--- src/sv/ffa_ram.sv ---
module ffa_ram #(
    parameter int WIDTH = 8,
    parameter int DEPTH = 16
) (
    input  logic                     clk,
    input  logic                     we,
    input  logic [$clog2(DEPTH)-1:0] waddr,
    input  logic [WIDTH-1:0]         wdata,
    input  logic [$clog2(DEPTH)-1:0] raddr,
    output logic [WIDTH-1:0]         rdata
);

    logic [WIDTH-1:0] mem [DEPTH];

    always_ff @(posedge clk)
    begin
        if (we)
        begin
            mem[waddr] <= wdata;
        end
        rdata <= mem[raddr];
    end

endmodule

--- config.mk ---
export PLATFORM = sky130hd
export DESIGN_NAME = ffa_ram
export DESIGN_NICKNAME = d
export VERILOG_FILES = /design/src/sv/ffa_ram.sv
export SDC_FILE = /design/constraint.sdc
export NUM_CORES = 1
export LEC_CHECK = 0
export BUFFER_PORTS_ARGS = -buffer_cell sky130_fd_sc_hd__buf_2
export CAP_MARGIN = 0
export CORE_MARGIN = 1
export CORE_UTILIZATION = 47
export CTS_CLUSTER_SIZE = 20
export DETAILED_ROUTE_END_ITERATION = 7
export GPL_TIMING_DRIVEN = 1
export PLACE_DENSITY = 0.65
export SLEW_MARGIN = 20
export SYNTH_ARGS = -nofsm -noshare
export SYNTH_HDL_FRONTEND = slang
export SYNTH_SLANG_ARGS = --single-unit
--- constraint.sdc ---
create_clock -name clk -period 1.7 [get_ports clk]
set_input_delay 0.34 -clock clk [delete_from_list [all_inputs] [get_ports clk]]
set_output_delay 0.34 -clock clk [all_outputs]
set_load 0.05 [all_outputs]
Word-level counts from Yosys, hierarchy flattened. Memory sizes are Yosys's and may differ from the RTL's. A register that Yosys moved wholly into a read port is not among the register bits. Cells that the tools add are included.

Memory bits (writable): 128. Input port bits: 18. Output and inout bits: 8. Latch bits: 0. Memories kept: 1. Word-level logic and storage cells: 3. Register bits after elaboration: 0. Bits in read-only memories: 0.

Bitwise gates (word level): 0. Add/sub/neg operators: 0. Reductions and logical operators: 0. Eq/ne operators: 0. $lt $le $gt $ge: 0. $mul: 0. Shift operators: 0. Muxes and demuxes: 2. Div/mod/pow operators: 0.

Memory list: mem (words 16, width 8, rd ports 1, clocked after memory_dff 1, write ports 1, RTL line 13) `logic [WIDTH-1:0] mem [DEPTH];`.

Operators with widths (count): $mux W1 (2).

Longest topological paths before layout.
Word-level depth: 2. Depth in mapped cells: 5. Depth with buffers taken out: 3.

Worst setup path before layout. Ideal clock, no wire load.

Kind: input-to-reg. From: input port waddr[2]. To: memory mem[0][0] (enable). Required time: 1.317 ns. Library setup time: 0.383 ns. Setup slack: -0.133 ns. Buffers on the path: 0. Data arrival time: 1.450 ns. Stages on the path: 2. Cell sequence: or3b_2 > nor3_1.

RTL lines: from (decl) (RTL line 7) `input logic [$clog2(DEPTH)-1:0] waddr,`; to (decl) (RTL line 13).

No word-level cell before the write port.

Final worst setup path.
From: register rdata[0] (read register of mem). To: output port rdata[0].

RTL lines: from (decl) (RTL line 10) `output logic [WIDTH-1:0] rdata`.

No word-level cell between the ends.

==> flow_metrics.py <==
metrics = {
    "placement": {
        "place.detailed.instances": 404,
        "routabilityCongestion": 0.720,
        "detailed_place.area_um2": 5580,
        "place.port_buffers": 25,
        "place_hpwl_mm": 6.36,
    },
    "timing": {
        "worst_slew_pin_slew_ps": 780,
        "period_minus_slack_ps": 1490,
        "finalHoldViolations": 0,
        "worst_hold_slack_ps": 210,
        "timing.final.max_slew_violations": 0,
        "finalSetupViolCount": 0,
        "achievable-frequency_ghz": 0.670,
        "slew_headroom_pct": 47.8,
        "skew_ps": 7.28,
        "totalNegativeSetupSlack_ps": 0,
        "grt_setup_unrepaired": "no",
        "final.period_utilization_pct": 87.9,
    },
    "finish": {
        "layout_cells_sized_above_1_pct": 30.7,
        "fill_cells": 786,
        "most_common_cell_after_layout_fill_and_taps_aside": "sky130_fd_sc_hd__edfxtp_1",
        "design_area_um2": 6130,
        "instances_no_fill": 436,
        "antenna-diode-count": 0,
        "area_delta_synth_final_pct": 19.2,
        "finalNetCount": 305,
        "layout.cells.most_common_list": "sky130_fd_sc_hd__edfxtp_1, sky130_fd_sc_hd__buf_2, sky130_fd_sc_hd__buf_4",
    },
    "route": {
        "drtAntennaViolNets": 0,
        "drtPass1Iterations": 5,
        "routed-via-count": 2473,
        "wl_mm": 10.2,
        "post_drt_via_cell_ratio": 5.67,
        "remaining_drc_errors": 0,
        "initialDrtViolationCount": 196,
        "avg_wl_per_cell_um": 23.3,
    },
    "min_path": {
        "worst_hold_path_type": "in2reg",
    },
    "grt": {
        "largest_net_degree_at_the_start_of_global_routing": 21,
        "global_route.usage.met1_pct": 28.1,
        "grt-busiest-layer": "met2",
        "grt_usage_pct": 20.2,
        "antenna_found_initial": 0,
        "global_route.overflow_total": 0,
        "grt_pass1_vias": 2615,
        "global_routing_met3_resource_utilization_pct": 6.20,
        "met2_usage_pct": 30.7,
        "grt_first_pass_wirelength_mm": 15.6,
    },
    "power": {
        "ir_worst_vdd_uv": 636,
        "power_leakage_uw": 0.00210,
        "power_density_nw_per_um2": 1240,
        "total_power_uw": 7620,
    },
    "die": {
        "floorplan.die_area_um2": 11400,
        "io_pins": 26,
        "floorplan.initialDensity_pct": 49.2,
        "die-height_um": 107,
        "fp.coreArea_um2": 10500,
        "rows": 37,
        "die_w_um": 107,
    },
    "clock_tree": {
        "htree_num_levels": 4,
        "clock-sinks": 136,
        "root_buffer": "sky130_fd_sc_hd__clkbuf_8",
        "cts-buffers-inserted": 17,
        "cts.clk_slew.worst_paths_ps": 60,
        "cts.hold.buffers_added": 0,
        "worst_skew_pair.late_latency_ps": 510,
        "cts.repair.resized": 0,
        "tritoncts": "done",
        "cts.path.max_buffers": 2,
        "cts_post_setup_buffers_inserted": 0,
    },
    "synthesis": {
        "post_synth_inst_count": 229,
        "synth_seq_area_share_pct": 77.8,
        "synthesis.area_per_instance_um2": 22.5,
        "syn_area_um2": 5150,
        "synth_cell_types": 19,
        "mappedNetlistNets": 247,
        "synth_seq_cells": 136,
        "synth-warning-count": 0,
    },
    "critical_path": {
        "crit_required_ps": 1360,
        "reg2reg_setup_slack_ps": 360,
        "cp.buffers_inverters": 1,
        "worstSetupPathType": "reg2out",
        "critical_path.endpoint_type": "primary output",
        "timing.critical_path.slowest_cell_delay_ps": 360,
        "critPathSlowestCell": "sky130_fd_sc_hd__dfxtp_1",
        "maximum_fanout_encountered_on_the_critical_timing_path": 1,
        "critPathTopFamily": "flip-flops",
        "crit_path_start_kind": "flop",
        "critical_path_cell_list": "buf_2",
        "critPathArrivalTime_ps": 1150,
    },
    "status": {
        "outcome": "completed",
    },
    "job": {
        "max-cap-violations": 0,
    },
}
==> area by class of cell <==
class	count	area, um^2	area share (%)
sequential	136	4000	65.3
multi-input combinational	83	1060	17.3
clock buffer	29	489	7.98
timing repair buffer	49	343	5.59
tap	136	170	2.77
clock inverter	3	65.1	1.06
==> per-layer routing <==
metal	share of wire, %	wire (um)
met1	43	4390
met2	50	5040
met3	6.0	612
met4	1.0	103
met5	0	0
==> cell families (layout without fill, tap and decap cells) <==
family | after synthesis | count (layout) | synth area share [%]
compound gates | 16 | 16 | 2.33
buf+inv | 10 | 81 | 1.68
mux | 32 | 32 | 15.0
simple gates | 35 | 35 | 3.18
flops | 136 | 136 | 77.8
==> flip-flops by register name, summed over array words and instances (netlist names) <==
| name | cells |
|---|---|
| rdata | 8 |
| mem | 128 |
==> worst paths after layout <==
path,endpoint,start,cells past startpoint
setup / recovery,rdata[0],rdata[0],1
hold / removal,mem[7][4],wdata[4],1
setup reg to reg,rdata[1],mem[4][1],3
hold reg to reg,rdata[1],mem[14][1],3
==> stage by stage <==
stage / setup slack, ps / util, %
after floorplan: 93.9 / -
after global placement: -107 / 53.3
after detailed placement: -137 / 53.3
after CTS: 165 / 58.6
after global routing: 158 / 58.6
final: 207 / 58.6
==> synth_stat cells (all sizes together) <==
cell type | count | area [um^2]
a22oi | 16 | 120
and2 | 1 | 6.26
and2b | 1 | 7.51
buf | 7 | 56.3
clkdlybuf4s25 | 3 | 30.0
dfxtp | 8 | 160
edfxtp | 128 | 3840
mux4 | 32 | 773
nand2 | 9 | 33.8
nand2b | 2 | 12.5
nand3 | 1 | 5.00
nand3b | 2 | 15.0
nor2 | 13 | 48.8
nor2b | 1 | 6.26
nor3 | 4 | 20.0
or3b | 1 | 8.76
==> where the power goes <==
group | internal (uW) | switching (uW)
clock network | 2200 | 1210
registers | 3750 | 21.4
logic | 160 | 276
No activity file was read; power rests on OpenSTA's default activity.
